File: config.mk
export PLATFORM = sky130hd
export DESIGN_NAME = cpu_effective_address_unit
export DESIGN_NICKNAME = d
export VERILOG_FILES = /design/src/hw/rtl/cpu_eau_pkg.sv /design/src/hw/rtl/cpu_eau_input_stage.sv /design/src/hw/rtl/cpu_eau_sequencer.sv /design/src/hw/rtl/cpu_eau_output_stage.sv /design/src/hw/rtl/cpu_effective_address_unit.sv
export SDC_FILE = /design/constraint.sdc
export NUM_CORES = 1
export LEC_CHECK = 0
export BUFFER_PORTS_ARGS = -buffer_cell sky130_fd_sc_hd__clkbuf_2
export CAP_MARGIN = 5
export CELL_PAD_IN_SITES_DETAIL_PLACEMENT = 1
export CELL_PAD_IN_SITES_GLOBAL_PLACEMENT = 2
export CORE_MARGIN = 3
export CORE_UTILIZATION = 39
export CTS_CLUSTER_DIAMETER = 30
export CTS_CLUSTER_SIZE = 25
export DETAILED_ROUTE_END_ITERATION = 7
export PLACE_DENSITY_LB_ADDON = 0.08
export SLEW_MARGIN = 10
export SYNTH_ARGS = -nofsm -noshare
export SYNTH_HDL_FRONTEND = slang
export SYNTH_SLANG_ARGS = --single-unit
File: constraint.sdc
create_clock -name i_clk -period 4.45 [get_ports i_clk]
set_input_delay 0.6675 -clock i_clk [delete_from_list [all_inputs] [get_ports i_clk]]
set_output_delay 0.6675 -clock i_clk [all_outputs]
set_load 0.03 [all_outputs]
File: src/hw/rtl/cpu_eau_pkg.sv
// shared types and codes for the 6502 effective address unit
package cpu_eau_pkg;

    // input beat kinds
    localparam logic KIND_START = 1'b0;
    localparam logic KIND_RESP  = 1'b1;

    // addressing mode codes
    localparam logic [3:0] MODE_IMP  = 4'd0;
    localparam logic [3:0] MODE_IMM  = 4'd1;
    localparam logic [3:0] MODE_REL  = 4'd2;
    localparam logic [3:0] MODE_ZP   = 4'd3;
    localparam logic [3:0] MODE_ZPX  = 4'd4;
    localparam logic [3:0] MODE_ZPY  = 4'd5;
    localparam logic [3:0] MODE_ABS  = 4'd6;
    localparam logic [3:0] MODE_ABSX = 4'd7;
    localparam logic [3:0] MODE_ABSY = 4'd8;
    localparam logic [3:0] MODE_INDX = 4'd9;
    localparam logic [3:0] MODE_INDY = 4'd10;
    localparam logic [3:0] MODE_JMPI = 4'd11;

    // result kinds
    localparam logic [1:0] RES_REQ  = 2'd0;
    localparam logic [1:0] RES_DONE = 2'd1;
    localparam logic [1:0] RES_ERR  = 2'd2;

    // sequencer phases
    typedef enum logic [2:0] {
        PH_IDLE     = 3'd0,
        PH_OPERAND  = 3'd1,
        PH_OPER_HI  = 3'd2,
        PH_PTR_LO   = 3'd3,
        PH_PTR_HI   = 3'd4
    } t_phase;

    typedef struct packed {
        logic        kind;
        logic [3:0]  mode;
        logic [15:0] pc_in;
        logic [7:0]  x_index;
        logic [7:0]  y_index;
        logic [7:0]  read_data;
    } t_in_beat;

    typedef struct packed {
        logic [1:0]  result_kind;
        logic [15:0] read_addr;
        logic [15:0] eff_addr;
        logic [15:0] pc_out;
        logic        page_crossed;
    } t_out_beat;

endpackage

File: src/hw/rtl/cpu_eau_input_stage.sv
// input register for incoming beats
module cpu_eau_input_stage
    import cpu_eau_pkg::*;
(
    input  logic     i_clk,
    input  logic     i_rst_n,
    input  logic     i_valid,
    output logic     o_ready,
    input  t_in_beat i_beat,
    input  logic     i_take,
    output logic     o_valid,
    output t_in_beat o_beat
);

    logic     r_valid;
    t_in_beat r_beat;

    // room when empty or when the held beat moves on this cycle
    assign o_ready = !r_valid || i_take;

    // control
    always_ff @(posedge i_clk) begin
        if (!i_rst_n) begin
            r_valid <= 1'b0;
        end else if (o_ready) begin
            r_valid <= i_valid;
        end
    end

    // payload
    always_ff @(posedge i_clk) begin
        if (o_ready && i_valid) begin
            r_beat <= i_beat;
        end
    end

    assign o_valid = r_valid;
    assign o_beat  = r_beat;

endmodule

File: src/hw/rtl/cpu_eau_sequencer.sv
// addressing mode sequencer: held state and one step per beat
module cpu_eau_sequencer
    import cpu_eau_pkg::*;
(
    input  logic      i_clk,
    input  logic      i_rst_n,
    input  logic      i_step,
    input  t_in_beat  i_beat,
    output logic      o_has_result,
    output t_out_beat o_result
);

    t_phase      r_phase, n_phase;
    logic [3:0]  r_mode, n_mode;
    logic [15:0] r_pc, n_pc;
    logic [7:0]  r_x, n_x;
    logic [7:0]  r_y, n_y;
    logic [15:0] r_ptr, n_ptr;
    logic [7:0]  r_low, n_low;

    logic [7:0]  d;
    logic [7:0]  zp_x;
    logic [7:0]  zp_y;
    logic [15:0] word;
    logic [15:0] word_x;
    logic [15:0] word_y;
    logic [15:0] ptr_next;
    logic        start;

    // shared address arithmetic
    assign start    = (i_beat.kind == KIND_START);
    assign d        = i_beat.read_data;
    assign zp_x     = d + r_x;
    assign zp_y     = d + r_y;
    assign word     = {d, r_low};
    assign word_x   = word + {8'h00, r_x};
    assign word_y   = word + {8'h00, r_y};
    // pointer high byte read stays within the pointer's page
    assign ptr_next = {r_ptr[15:8], r_ptr[7:0] + 8'd1};

    // next phase
    always_comb begin
        n_phase = PH_IDLE;
        if (start) begin
            case (i_beat.mode)
                MODE_ZP, MODE_ZPX, MODE_ZPY, MODE_INDX, MODE_INDY,
                MODE_ABS, MODE_ABSX, MODE_ABSY, MODE_JMPI: begin
                    n_phase = PH_OPERAND;
                end
                default: begin
                    n_phase = PH_IDLE;
                end
            endcase
        end else begin
            case (r_phase)
                PH_OPERAND: begin
                    case (r_mode)
                        MODE_INDX, MODE_INDY: n_phase = PH_PTR_LO;
                        MODE_ABS, MODE_ABSX, MODE_ABSY, MODE_JMPI: n_phase = PH_OPER_HI;
                        default: n_phase = PH_IDLE;
                    endcase
                end
                PH_OPER_HI: begin
                    n_phase = (r_mode == MODE_JMPI) ? PH_PTR_LO : PH_IDLE;
                end
                PH_PTR_LO: begin
                    n_phase = PH_PTR_HI;
                end
                default: begin
                    n_phase = PH_IDLE;
                end
            endcase
        end
    end

    // result and held datapath
    always_comb begin
        n_mode       = r_mode;
        n_pc         = r_pc;
        n_x          = r_x;
        n_y          = r_y;
        n_ptr        = r_ptr;
        n_low        = r_low;
        o_has_result = 1'b1;
        o_result     = '0;
        o_result.pc_out = r_pc;
        if (start) begin
            n_mode = i_beat.mode;
            n_x    = i_beat.x_index;
            n_y    = i_beat.y_index;
            n_ptr  = '0;
            n_low  = '0;
            case (i_beat.mode)
                MODE_IMM, MODE_REL: begin
                    n_pc                 = i_beat.pc_in + 16'd1;
                    o_result.result_kind = RES_DONE;
                    o_result.eff_addr    = i_beat.pc_in;
                end
                MODE_ZP, MODE_ZPX, MODE_ZPY, MODE_INDX, MODE_INDY: begin
                    n_pc                 = i_beat.pc_in + 16'd1;
                    o_result.result_kind = RES_REQ;
                    o_result.read_addr   = i_beat.pc_in;
                end
                MODE_ABS, MODE_ABSX, MODE_ABSY, MODE_JMPI: begin
                    n_pc                 = i_beat.pc_in + 16'd2;
                    o_result.result_kind = RES_REQ;
                    o_result.read_addr   = i_beat.pc_in;
                end
                default: begin
                    n_pc                 = i_beat.pc_in;
                    o_result.result_kind = RES_ERR;
                end
            endcase
            o_result.pc_out = n_pc;
        end else begin
            case (r_phase)
                PH_OPERAND: begin
                    case (r_mode)
                        MODE_ZP: begin
                            o_result.result_kind = RES_DONE;
                            o_result.eff_addr    = {8'h00, d};
                        end
                        MODE_ZPX: begin
                            o_result.result_kind = RES_DONE;
                            o_result.eff_addr    = {8'h00, zp_x};
                        end
                        MODE_ZPY: begin
                            o_result.result_kind = RES_DONE;
                            o_result.eff_addr    = {8'h00, zp_y};
                        end
                        MODE_INDX: begin
                            n_ptr                = {8'h00, zp_x};
                            o_result.result_kind = RES_REQ;
                            o_result.read_addr   = {8'h00, zp_x};
                        end
                        MODE_INDY: begin
                            n_ptr                = {8'h00, d};
                            o_result.result_kind = RES_REQ;
                            o_result.read_addr   = {8'h00, d};
                        end
                        MODE_ABS, MODE_ABSX, MODE_ABSY, MODE_JMPI: begin
                            n_low                = d;
                            o_result.result_kind = RES_REQ;
                            o_result.read_addr   = r_pc - 16'd1;
                        end
                        default: begin
                            o_result.result_kind = RES_ERR;
                        end
                    endcase
                end
                PH_OPER_HI: begin
                    case (r_mode)
                        MODE_ABSX: begin
                            o_result.result_kind  = RES_DONE;
                            o_result.eff_addr     = word_x;
                            o_result.page_crossed = (word_x[15:8] != word[15:8]);
                        end
                        MODE_ABSY: begin
                            o_result.result_kind  = RES_DONE;
                            o_result.eff_addr     = word_y;
                            o_result.page_crossed = (word_y[15:8] != word[15:8]);
                        end
                        MODE_JMPI: begin
                            n_ptr                = word;
                            o_result.result_kind = RES_REQ;
                            o_result.read_addr   = word;
                        end
                        default: begin
                            o_result.result_kind = RES_DONE;
                            o_result.eff_addr    = word;
                        end
                    endcase
                end
                PH_PTR_LO: begin
                    n_low                = d;
                    o_result.result_kind = RES_REQ;
                    o_result.read_addr   = ptr_next;
                end
                PH_PTR_HI: begin
                    o_result.result_kind = RES_DONE;
                    if (r_mode == MODE_INDY) begin
                        o_result.eff_addr     = word_y;
                        o_result.page_crossed = (word_y[15:8] != word[15:8]);
                    end else begin
                        o_result.eff_addr = word;
                    end
                end
                default: begin
                    // response with nothing in flight is dropped
                    o_has_result = 1'b0;
                end
            endcase
        end
    end

    // phase register
    always_ff @(posedge i_clk) begin
        if (!i_rst_n) begin
            r_phase <= PH_IDLE;
        end else if (i_step) begin
            r_phase <= n_phase;
        end
    end

    // held operands, only read while a sequence runs
    always_ff @(posedge i_clk) begin
        if (i_step) begin
            r_mode <= n_mode;
            r_pc   <= n_pc;
            r_x    <= n_x;
            r_y    <= n_y;
            r_ptr  <= n_ptr;
            r_low  <= n_low;
        end
    end

endmodule

File: src/hw/rtl/cpu_eau_output_stage.sv
// result register toward the consumer
module cpu_eau_output_stage
    import cpu_eau_pkg::*;
(
    input  logic      i_clk,
    input  logic      i_rst_n,
    input  logic      i_load,
    input  t_out_beat i_beat,
    output logic      o_free,
    output logic      o_valid,
    input  logic      i_ready,
    output t_out_beat o_beat
);

    logic      r_valid;
    t_out_beat r_beat;

    // free when empty or when the held beat leaves this cycle
    assign o_free = !r_valid || i_ready;

    // control
    always_ff @(posedge i_clk) begin
        if (!i_rst_n) begin
            r_valid <= 1'b0;
        end else if (i_load) begin
            r_valid <= 1'b1;
        end else if (i_ready) begin
            r_valid <= 1'b0;
        end
    end

    // payload
    always_ff @(posedge i_clk) begin
        if (i_load) begin
            r_beat <= i_beat;
        end
    end

    assign o_valid = r_valid;
    assign o_beat  = r_beat;

endmodule

File: src/hw/rtl/cpu_effective_address_unit.sv
// top level of the 6502 effective address unit
// Takes one input beat per cycle and gives at most one result beat for it (input register,
// then one step of the mode sequencer into the result register); a start beat sets the
// mode, pc and indexes, each read request is answered by a response beat carrying the byte,
// and the last response (or an IMM/REL start) yields eff_addr, pc_out and page_crossed.
// Throughput is one beat per cycle, limited only by the consumer taking results.
module cpu_effective_address_unit
    import cpu_eau_pkg::*;
(
    input  logic      i_clk,
    input  logic      i_rst_n,
    input  logic      i_in_valid,
    output logic      o_in_ready,
    input  t_in_beat  i_in_beat,
    output logic      o_out_valid,
    input  logic      i_out_ready,
    output t_out_beat o_out_beat
);

    logic      in_valid;
    t_in_beat  in_beat;
    logic      out_free;
    logic      step;
    logic      has_result;
    t_out_beat result;

    // a held beat steps the sequencer whenever the result register has room
    assign step = in_valid && out_free;

    cpu_eau_input_stage u_input (
        .i_clk   (i_clk),
        .i_rst_n (i_rst_n),
        .i_valid (i_in_valid),
        .o_ready (o_in_ready),
        .i_beat  (i_in_beat),
        .i_take  (step),
        .o_valid (in_valid),
        .o_beat  (in_beat)
    );

    cpu_eau_sequencer u_seq (
        .i_clk        (i_clk),
        .i_rst_n      (i_rst_n),
        .i_step       (step),
        .i_beat       (in_beat),
        .o_has_result (has_result),
        .o_result     (result)
    );

    cpu_eau_output_stage u_output (
        .i_clk   (i_clk),
        .i_rst_n (i_rst_n),
        .i_load  (step && has_result),
        .i_beat  (result),
        .o_free  (out_free),
        .o_valid (o_out_valid),
        .i_ready (i_out_ready),
        .o_beat  (o_out_beat)
    );

    // page flag only on a finished address
    a_page_only_done: assert property (@(posedge i_clk) disable iff (!i_rst_n)
        (o_out_valid && o_out_beat.page_crossed) |-> (o_out_beat.result_kind == RES_DONE))
        else $error("page flag on a non-done result");

    // read address only on a request, effective address only on done
    a_addr_fields: assert property (@(posedge i_clk) disable iff (!i_rst_n)
        o_out_valid |-> ((o_out_beat.result_kind == RES_DONE || o_out_beat.eff_addr == 16'h0000)
                      && (o_out_beat.result_kind != RES_REQ || o_out_beat.eff_addr == 16'h0000)
                      && (o_out_beat.result_kind == RES_REQ || o_out_beat.read_addr == 16'h0000)))
        else $error("address field set for wrong result kind");

    // a stalled result blocks the sequencer
    a_stall_holds: assert property (@(posedge i_clk) disable iff (!i_rst_n)
        (o_out_valid && !i_out_ready) |-> !step)
        else $error("sequencer stepped into a full result register");

endmodule
; After elaboration in Yosys (flattened, before gate mapping)
; Memory sizes are Yosys's and may differ from the RTL's. A register that Yosys moved wholly into a read port is not among the register bits.
; Index checks and enable logic that the tools add are counted.
; Widths: inputs -> output; s select.
[op_classes]
div = 0
n_reduce_logical = 20
bitwise = 1
n_lt_le_gt_ge = 0
addsub = 8
mul = 0
muxes = 33
shift = 0
n_eq_ne = 31
[op_table]
columns = cell, count
row1 = $pmux 16 s3, 4
row2 = $mux 16, 6
row3 = $pmux 16 s2, 3
row4 = $mux 34, 1
row5 = $add 16x8->16, 2
row6 = $eq 4x3->1 const B, 8
row7 = $eq 4x4->1 const B, 8
row8 = $pmux 8 s3, 1
row9 = $add 16x1->16 const B, 1
row10 = $add 16x2->16 const B, 1
row11 = $add 8x8->8, 2
row12 = $ne 8x8->1, 2
row13 = $pmux 8 s2, 1
row14 = $sub 16x1->16 const B, 1
row15 = $eq 4x2->1 const B, 3
row16 = $pmux 2 s2, 3
row17 = $reduce_or 4->1, 3
row18 = $pmux 3 s3, 1
row19 = $reduce_or 9->1, 1
row20 = $add 8x1->8 const B, 1
row21 = $mux 8, 1
row22 = $reduce_or 7->1, 1
row23 = $eq 3x2->1 const B, 2
row24 = $mux 1, 6
row25 = other kinds (23), 30
[word_totals]
ff_bits = 161
mem_bits_ro = 16
out_inout_bits = 53
word_cells = 114
mem_bits_rw = 0
n_memories = 1
latchBits = 0
[memory_table]
columns = name, words, width, read_ports, rd_clocked_by_memory_dff, wr, line
row1 = (name not given), 16, 1, 1, 1, 0, cpu_eau_sequencer.sv:45  ; case (i_beat.mode)

; Longest topological paths before layout
; Gate-level depths: netlist of the first run.
[depth]
word_depth = 6
depth_mapped = 10

; Hierarchy
; A second synthesis of the first run with hierarchy kept.
[unflattened]
hier_cells = 877
area_unflattened_um2 = 9303.9
[modules_own_cells]
columns = mod, area_per_inst_um2, cells_each, seq_area_each_um2, n_inst
row1 = cpu_eau_sequencer, 6302.3, 770, 1861.8, 1
row2 = cpu_eau_output_stage, 1580.3, 55, 1551.5, 1
row3 = cpu_eau_input_stage, 1408.9, 50, 1371.3, 1
row4 = cpu_effective_address_unit, 12.5, 2, 0.0, 1

; Least setup slack after synthesis of the first run
; No wires, ideal clock.
[synth_timing]
kind = input port to flip-flop
from = input port i_out_ready
to = register u_output.r_beat, in the netlist u_output.o_beat[0] (enable)
arrival_time_ps = 3433
slack_ps = 539
setup_time_ps = 478
path_buffers = 0
path_stages = 3
path_cell_list = nand2b_1 -> nand2_1 -> a21oi_1
[synth_between]
elab_chain_cells = 3
[synth_lines]
columns = item, line
row1 = "start, declared", cpu_effective_address_unit.sv:16  ; input logic i_out_ready,
row2 = $logic_or 1x1->1, cpu_eau_output_stage.sv:19  ; assign o_free = !r_valid || i_ready;
row3 = $logic_and 1x1->1, cpu_effective_address_unit.sv:28  ; assign step = in_valid && out_free;
row4 = $logic_and 1x1->1, cpu_effective_address_unit.sv:53  ; .i_load (step && has_result),
row5 = via u_output.i_load, cpu_eau_output_stage.sv:7  ; input logic i_load,
row6 = "end signal, assigned", cpu_eau_output_stage.sv:35  ; r_beat <= i_beat;
row7 = "end, declared", cpu_eau_output_stage.sv:16  ; t_out_beat r_beat;
; The timed path passes the listed nets, and every way through them passes these cells.
; A chain may end at the register's enable or synchronous reset.

==> impl_metrics.yaml, run 1 <==
sta:
  tightest_slew_ns: 1.25
  max_freq_mhz: 313
  post-route-period-util_pct: 71.9
  maxSlewHeadroom_pct: 16.9
  drv_slew: 0
  tns_ns: 0
  hold_viol_final: 0
  holdWs_ns: 0.380
  setup_violations: 0
  min_period_ns: 3.20
  rsz0062_at_grt: "false"
  fin_skew_ns: 0.0273
yosys:
  synth_area_leaders: "edfxtp_1 (49%), ha_1 (4.4%), nand2_1 (4.3%)"
  synth_edf_count: 156
  avgSynthCellArea_um2: 10.8
  yosysTopAreaCellShare_pct: 48.8
  synth_seq_cells: 162
  syn_inst: 888
  yosysUniqueCellTypes: 90
  ys.flop_type: "edfxtp_1"
  synth.cell_area_um2: 9590
  synth_warnings: 0
  synth_largest_area_cell: "edfxtp_1"
  synth_nets: 975
  async_reset_ff_share_pct: 0
  ys_seq_area_share_pct: 50.1
critical_path:
  rrSetupSlack_ns: 1.25
  crit_path_top_delay_cell: "a31oi_2"
  required_ns: 4.69
  worst-path-buf-inv: 1
  critPathTopFamily: "compound AO/OA/AOI/OAI gates"
  worst_setup_path_start_kind: "flip-flop"
  crit_arrival_ns: 3.44
  worstSetupPathType: "reg -> reg"
  crit_fanout: 8
  end_kind: "flip-flop"
  crit_chain: "ha_1, inv_1, fa_1, nor2b_1, o2111ai_1, a31oi_2, nand2_1, a21oi_1, mux2_2, o221ai_1"
  critPathMaxStageDelay_ns: 0.50
floorplan:
  core_um2: 23800
  fp-row-count: 56
  start_util_pct: 40.3
  die_area_um2: 26500
  fp.dieW_um: 163
  die_height_um: 163
  num_io_pins: 102
finish:
  nets: 1067
  antenna_cells: 0
  area_delta_synth_final_pct: 14.6
  final_util_pct: 46.2
  drive_gt1_share_pct: 19.6
global_route:
  grt_pass1_vias: 8096
  grt_start_max_net_pins: 32
  grt_usage_pct: 24.4
  overflow: 0
  antenna_found_initial: 0
  grt_pass1_wl_um: 48500
placement:
  dp_hpwl_um: 23800
  portBuffers: 101
  gp_congestion: 0.904
min_path:
  hold_path.class: "in -> reg"
route:
  route.detailed.drc: 0
  drt_iter0_markers: 713
  drt-pass1-iter-count: 6
  wl_per_cell_um: 24.3
  postRouteWirelength_um: 31900
  vias: 7692
  ant_nets: 0
  vias_per_cell: 5.86
power:
  total_power_mw: 3.75
  pwr_density_cell_nw_per_um2: 341
  clkPwrFrac_pct: 38.8
  switchingPower_mw: 1.09
  p_comb_share_pct: 12.3
  ir_drop_uv: 223
  leakagePower_nw: 4.04
  intPower_mw: 2.67
  switching_share_pct: 28.9
  pwr-share-seq_pct: 48.9
clock_network:
  cts_made_buffers: 17
  cts_resized: 0
  htreeDepth: 4
  cts_hold_buf: 0
  cts_buffer_depth: 2
  root_buffer: "clkbuf_16"
  clkSinkCount: 162
  clk_latency_ns: 0.46
  clkTransAtPathRegs_ns: 0.08
  cts_tree: "built"
  cts_setup_buffers: 0
flow_run:
  maxCapViolations: 0
run_status:
  outcome: "finished clean"
[cell families (layout without fill, tap and decap cells)]
family | count (synthesis) | in the layout | synth area share (%)
compound gates | 252 | 252 | 18.4
mux | 14 | 14 | 1.53
fa+ha+maj | 38 | 38 | 5.27
buf+inv | 68 | 173 | 3.40
flops | 162 | 162 | 50.1
xor+xnor | 65 | 65 | 5.93
simple gates | 289 | 289 | 15.4
[final timing paths]
check | start | end | cells past startpoint
worst max-delay path | u_seq.r_low[0] | u_output.o_beat[27] | 10
worst max register to register | u_seq.r_low[0] | u_output.o_beat[27] | 10
worst min register to register | u_input.o_beat[18] | u_seq.r_x[2] | 0
worst min-delay path | i_in_beat[11] | u_input.o_beat[11] | 1
[registers in the layout (all words and copies together) (netlist names), named ones only]
signal / flops
u_seq.r_mode: 4
u_seq.r_pc: 16
u_seq.r_y: 8
u_input.o_beat: 45
u_output.o_valid: 1
u_seq.r_ptr: 16
u_seq.r_low: 8
u_input.o_valid: 1
u_seq.r_x: 8
u_output.o_beat: 51
u_seq.r_phase: 3
[worst register-to-register path, cell delays in order, from the launching register on]
cell and delay [ns]:
edfxtp_1 0.49, ha_1 0.26, inv_1 0.07, fa_1 0.40, nor2b_1 0.16, o2111ai_1 0.23, a31oi_2 0.51, nand2_1 0.15
a21oi_1 0.16, mux2_2 0.36, o221ai_1 0.21
[power groups by stage]
| stage | registers, mW | clock network, mW | logic (mW) |
|---|---|---|---|
| floorplan | 1.87 | 0 | 0.278 |
| global placement | 1.86 | 0 | 0.448 |
| detailed placement | 1.87 | 0 | 0.459 |
| CTS | 1.83 | 1.49 | 0.462 |
| global route | 1.84 | 1.56 | 0.506 |
| finish | 1.83 | 1.45 | 0.461 |
[layout by cell type, fill, tap and decap left out, types with 21 or more instances in the layout]
cell type  count
edfxtp_1     156
nand2_1      109
clkbuf_2     101
nor2_1        50
o21ai_0       49
a21oi_1       40
ha_1          34
xor2_1        33
xnor2_1       32
inv_1         21
[synth_stat cells, types with 14 or more instances]
| master | instances |
|---|---|
| and2_1 | 14 |
| inv_1 | 21 |
| xor2_1 | 33 |
| ha_1 | 34 |
| o21ai_0 | 49 |
| a21oi_1 | 41 |
| o21ai_1 | 18 |
| xnor2_1 | 32 |
| nand2_1 | 109 |
| nand3_1 | 20 |
| nor2_1 | 51 |
| a222oi_1 | 18 |
| and3_1 | 15 |
| edfxtp_1 | 156 |
| clkbuf_1 | 27 |
| nor3_1 | 16 |
[area by class of cell]
| type | instances | area [um^2] |
|---|---|---|
| fillers | 2640 | 12800 |
| flip-flops and latches | 162 | 4800 |
| repair buffers | 120 | 661 |
| inverters | 21 | 78.8 |
| multi-input cells | 658 | 4480 |
| well taps | 319 | 399 |
| clock buffers | 18 | 429 |
| clock inverters | 14 | 140 |
[through the flow]
step	std cells	worst slack (ns)	area [um^2]
after floorplan	888	0.539	9590
after global placement	1280	1.37	10400
after detailed placement	1280	1.29	10400
after CTS	1312	1.28	11000
after global routing	1312	1.14	11000
final	1312	1.25	11000
[per-layer routing]
metal / global-route usage, % / share of wire (%)
met5: 0 / 0
met4: 9.38 / 2.9
met3: 4.04 / 5.3
met2: 40.7 / 49
met1: 32.0 / 43
No activity file was read; power rests on OpenSTA's default activity.
==> run 2, diff against run 1 <==
Settings changed: ABC_AREA set to 1, CORE_UTILIZATION 39 to 32.
Clock period 4.45 ns to 2.72 ns, I/O delays scaled along.
==> impl_metrics.yaml, run 2 <==
run_status:
  outcome: "finished clean"
route:
  vias_per_cell: 5.15
  route.detailed.drc: 0
  postRouteWirelength_um: 39700
  vias: 9654
  wl_per_cell_um: 21.2
  drt_iter0_markers: 547
  ant_nets: 0
  drt-pass1-iter-count: 5
clock_network:
  root_buffer: "clkbuf_16"
  cts_buffer_depth: 2
  cts_tree: "built"
  cts_made_buffers: 17
  clkSinkCount: 162
  htreeDepth: 4
  clkTransAtPathRegs_ns: 0.07
  clk_latency_ns: 0.45
critical_path:
  end_kind: "flip-flop"
  crit_fanout: 4
  required_ns: 2.99
  crit_arrival_ns: 2.82
  worst_setup_path_start_kind: "flip-flop"
  startpoint: "u_input.o_beat[0]"
  worstSetupPathType: "reg -> reg"
  r2r_start: "u_input.o_beat[0]"
placement:
  dp_cells: 1839
  dp_hpwl_um: 30900
  portBuffers: 101
  gp_congestion: 0.875
yosys:
  syn_inst: 1303
  synth_common_cells: "nand2_1 (377), edfxtp_1 (156), inv_1 (154), nand3_1 (132), nor2_1 (101)"
  synth_warnings: 0
  synth_largest_area_cell: "edfxtp_1"
  synth_most_common_cell: "nand2_1"
  ys_seq_area_share_pct: 46.2
  yosysTopAreaCellShare_pct: 45.1
  avgSynthCellArea_um2: 7.97
  synth.cell_area_um2: 10400
  synth_nets: 1390
  yosysUniqueCellTypes: 55
  ys.flop_type: "edfxtp_1"
  synth_edf_count: 156
  async_reset_ff_share_pct: 0
  synth_area_leaders: "edfxtp_1 (45%), nand2_1 (14%), nand3_1 (6.4%)"
  synth_seq_cells: 162
floorplan:
  die_height_um: 186
  fp-row-count: 65
  fp.dieW_um: 186
  core_um2: 31800
  num_io_pins: 102
  start_util_pct: 32.7
  die_area_um2: 34700
power:
  total_power_mw: 6.43
  ir_drop_uv: 445
  leakagePower_nw: 5.33
  pwr_density_cell_nw_per_um2: 526
global_route:
  grt_usage_pct: 23.3
  antenna_found_initial: 1
  grt_start_max_net_pins: 60
  grt_pass1_wl_um: 60100
  grt_pass1_vias: 9914
  overflow: 0
finish:
  area_delta_synth_final_pct: 17.8
  layout.cells.non_filler: 1874
  nets: 1513
  drive_gt1_share_pct: 15.4
  largest_reg_flops: 51
  layout_common_cells: "nand2_1 (377), edfxtp_1 (156), inv_1 (152)"
  layout_commonest_cell: "nand2_1"
  antenna_cells: 0
  n_fill_cell: 3901
sta:
  fin_skew_ns: 0.00972
  maxSlewHeadroom_pct: 59.9
  max_freq_mhz: 393
  hold_viol_final: 0
  post-route-period-util_pct: 93.6
  tightest_slew_ns: 0.597
  rsz0062_at_grt: "false"
  tns_ns: 0
  setup_violations: 0
  drv_slew: 0
  min_period_ns: 2.54
flow_run:
  maxCapViolations: 0
min_path:
  hold_path.class: "in -> reg"
  hp-start: "i_in_beat[0]"
run 2: final cells by class:
cell class,instances,area (um^2),area share [%]
clock buffer,25,572,4.67
inverter,170,641,5.24
timing repair buffer,141,831,6.79
multi-input combinational,934,4790,39.1
sequential,162,4800,39.3
clock inverter,7,55.1,0.450
tap,435,544,4.45
run 2: what timing repair did:
action / CTS / global route
setup buffers: 0 / 3
pin swaps: 0 / 1
gates resized for setup: 1 / 4
hold buffers: 0 / 0
endpoints found under the setup margin: 1 / 4
run 2: critical path: stages (launching register included):
cell and delay [ns]:
edfxtp_1 0.53, ha_2 0.28, fa_1 0.43, nand3_1 0.10, nand2_1 0.09, xnor2_2 0.17
or2_2 0.29, nand3_1 0.07, nand2_1 0.07, nand3_1 0.08, nand2_1 0.10, o21ai_1 0.15
run 2: final timing paths:
kind / to / cells after the start / slack, ns
max: u_output.o_beat[21] / 11 / 0.18
min: u_input.o_beat[0] / 1 / 0.13
max reg2reg: u_output.o_beat[21] / 11 / 0.18
min reg2reg: u_seq.r_x[5] / 0 / 0.41
run 2: power by group:
| group | total (mW) | internal (mW) | switching [mW] | leakage, nW |
|---|---|---|---|---|
| registers | 2.97 | 2.87 | 0.0993 | 1.49 |
| clock network | 2.55 | 1.48 | 1.07 | 0.310 |
| logic | 0.908 | 0.275 | 0.633 | 3.53 |
run 2: layer usage:
| metal | global-route usage [%] | share of wire, % | vias to the layer above |
|---|---|---|---|
| met4 | 6.40 | 1.7 | 2 |
| li1 | - | - | 4671 |
| met1 | 33.2 | 48 | 4716 |
| met3 | 3.60 | 4.5 | 33 |
| met5 | 0 | 0.033 | - |
| met2 | 37.2 | 46 | 232 |
run 2: kinds of logic (layout without fill, tap and decap cells):
logic type / Yosys count / in the layout / share of synthesized area [%]
and+or+nand+nor: 673 / 673 / 27.7
buffers and inverters: 207 / 343 / 7.90
AOI/OAI and AO/OA: 204 / 204 / 11.7
DFF: 162 / 162 / 46.2
adders and majority gates: 38 / 38 / 4.87
xor gates and xnor gates: 19 / 19 / 1.60
run 2: stage by stage:
step / hold WS [ns] / setup slack, ns / cell area, um^2 / utilization, %
floorplan: 0.400 / 0.104 / 10400 / -
global placement: 0.402 / -0.0891 / 11600 / 36.4
detailed placement: 0.406 / -0.0894 / 11600 / 36.4
CTS: 0.104 / 0.0189 / 12200 / 38.4
global route: 0.113 / 0.0283 / 12200 / 38.5
finish: 0.131 / 0.175 / 12200 / 38.5
==> run 3, diff against run 2 <==
Settings changed: RECOVER_POWER set to 100.
==> impl_metrics.yaml, run 3 (synthesized netlist as in run 2, its figures left out) <==
sta:
  post-route-period-util_pct: 93.8
  hold_viol_final: 0
  rsz0062_at_grt: "false"
  maxSlewHeadroom_pct: 16.8
  min_period_ns: 2.55
  tns_ns: 0
  setup_violations: 0
  fin_skew_ns: 0.00869
  max_freq_mhz: 392
  drv_slew: 0
  tightest_slew_ns: 1.25
clock_network:
  cts_tree: "built"
  cts_buffer_depth: 2
  cts_hold_buf: 0
  clkSinkCount: 162
  root_buffer: "clkbuf_16"
  htreeDepth: 4
  clk_latency_ns: 0.45
  cts_made_buffers: 17
  clkTransAtPathRegs_ns: 0.07
finish:
  drive_gt1_share_pct: 10.1
  largest_reg_flops: 51
  layout.cells.non_filler: 1874
  layout_common_cells: "nand2_1 (378), inv_1 (159), edfxtp_1 (156)"
  layout_commonest_cell: "nand2_1"
  postLayoutCellArea_um2: 12100
  antenna_cells: 0
  nets: 1513
  area_delta_synth_final_pct: 16.4
placement:
  placed_area_um2: 11600
  dp_hpwl_um: 30900
  dp_cells: 1839
  gp_congestion: 0.875
  portBuffers: 101
power:
  total_power_mw: 6.41
  pwr_density_cell_nw_per_um2: 530
  ir_drop_uv: 446
  leakagePower_nw: 5.13
critical_path:
  rrSetupSlack_ns: 0.17
  crit_fanout: 4
  r2r_start: "u_input.o_beat[0]"
  worst_setup_path_start_kind: "flip-flop"
  end_kind: "flip-flop"
  cp-endpoint: "u_output.o_beat[19]"
  reg2reg_depth: 8
  required_ns: 2.91
  startpoint: "u_input.o_beat[0]"
  reg2reg_to: "u_output.o_beat[19]"
  crit_arrival_ns: 2.74
  worstSetupPathType: "reg -> reg"
global_route:
  grt-busiest-layer: "met2"
  overflow: 0
  grt_use_met1_pct: 33.2
  grt_pass1_wl_um: 60100
  grt_start_max_net_pins: 60
  grt.met2_usage_pct: 37.2
  grt_usage_pct: 23.3
  grtUsageMet3_pct: 3.60
  grt_pass1_vias: 9914
  antenna_found_initial: 1
floorplan:
  start_util_pct: 32.7
  die_height_um: 186
  num_io_pins: 102
  die_area_um2: 34700
  fp.dieW_um: 186
  core_um2: 31800
  fp-row-count: 65
route:
  route.detailed.drc: 0
  postRouteWirelength_um: 39700
  drt_iter0_markers: 588
  vias_per_cell: 5.18
  ant_nets: 0
  wl_per_cell_um: 21.2
  vias: 9702
  drt-pass1-iter-count: 5
run_status:
  outcome: "finished clean"
min_path:
  hold_path.class: "in -> reg"
  hold_depth: 1
flow_run:
  maxCapViolations: 0
==> run 3: cell types whose count changed in the layout (fill, tap and decap cells not counted), sizes merged <==
| cell | change |
|---|---|
| buf | -13 |
| clkbuf | +13 |
==> run 3: area by class of cell <==
cell class,instances,area [um^2]
timing repair buffer,141,702
clock inverter,7,55.1
tap,435,544
multi-input combinational,934,4780
sequential,162,4800
fill,3912,19700
inverter,170,641
clock buffer,25,572
==> run 3: worst max-delay path, cell delays in order (launching register included) <==
cell,delay (ns)
edfxtp_1,0.54
ha_2,0.28
fa_1,0.43
xnor2_1,0.46
o221ai_1,0.18
nand2_1,0.09
nand3_1,0.13
nand2_1,0.09
o21ai_0,0.08
==> run 3: metal layers <==
metal	up-vias	routed length [um]
met4	2	597
met1	4762	19000
met2	233	18200
met5	-	13
li1	4671	-
met3	34	1920
==> run 3: worst min-delay path by stage <==
stage,slack [ns],from,endpoint
3_5_place_dp,0.41,u_input.o_beat[13],u_seq.r_y[5]
4_1_cts,0.10,i_in_beat[14],u_input.o_beat[14]
6_report,0.13,i_in_beat[0],u_input.o_beat[0]
5_1_grt,0.11,i_in_beat[1],u_input.o_beat[1]
3_3_place_gp,0.40,u_input.o_beat[17],u_seq.r_x[1]
2_1_floorplan,0.40,u_input.o_beat[16],u_seq.r_x[0]
==> run 3: where the power goes <==
part           leakage [nW]  internal [mW]  switching [mW]  total (mW)
clock network         0.310           1.48            1.07        2.55
registers              1.49           2.88          0.0988        2.97
logic                  3.33          0.254           0.629       0.884
total                  5.13           4.61            1.80        6.41
==> run 3: metrics by stage <==
step / hold slack [ns] / worst slack (ns) / util, %
after floorplan: 0.400 / 0.104 / -
after global placement: 0.402 / -0.0891 / 36.4
after detailed placement: 0.406 / -0.0894 / 36.4
after CTS: 0.104 / 0.0189 / 38.4
after global routing: 0.113 / 0.0146 / 38.0
final: 0.130 / 0.170 / 38.0
==> run 3: what timing repair did <==
action / in CTS / in global routing
resized for setup: 1 / 4
setup buffers: 0 / 3
setup endpoints to repair: 1 / 4
pin swaps: 0 / 1
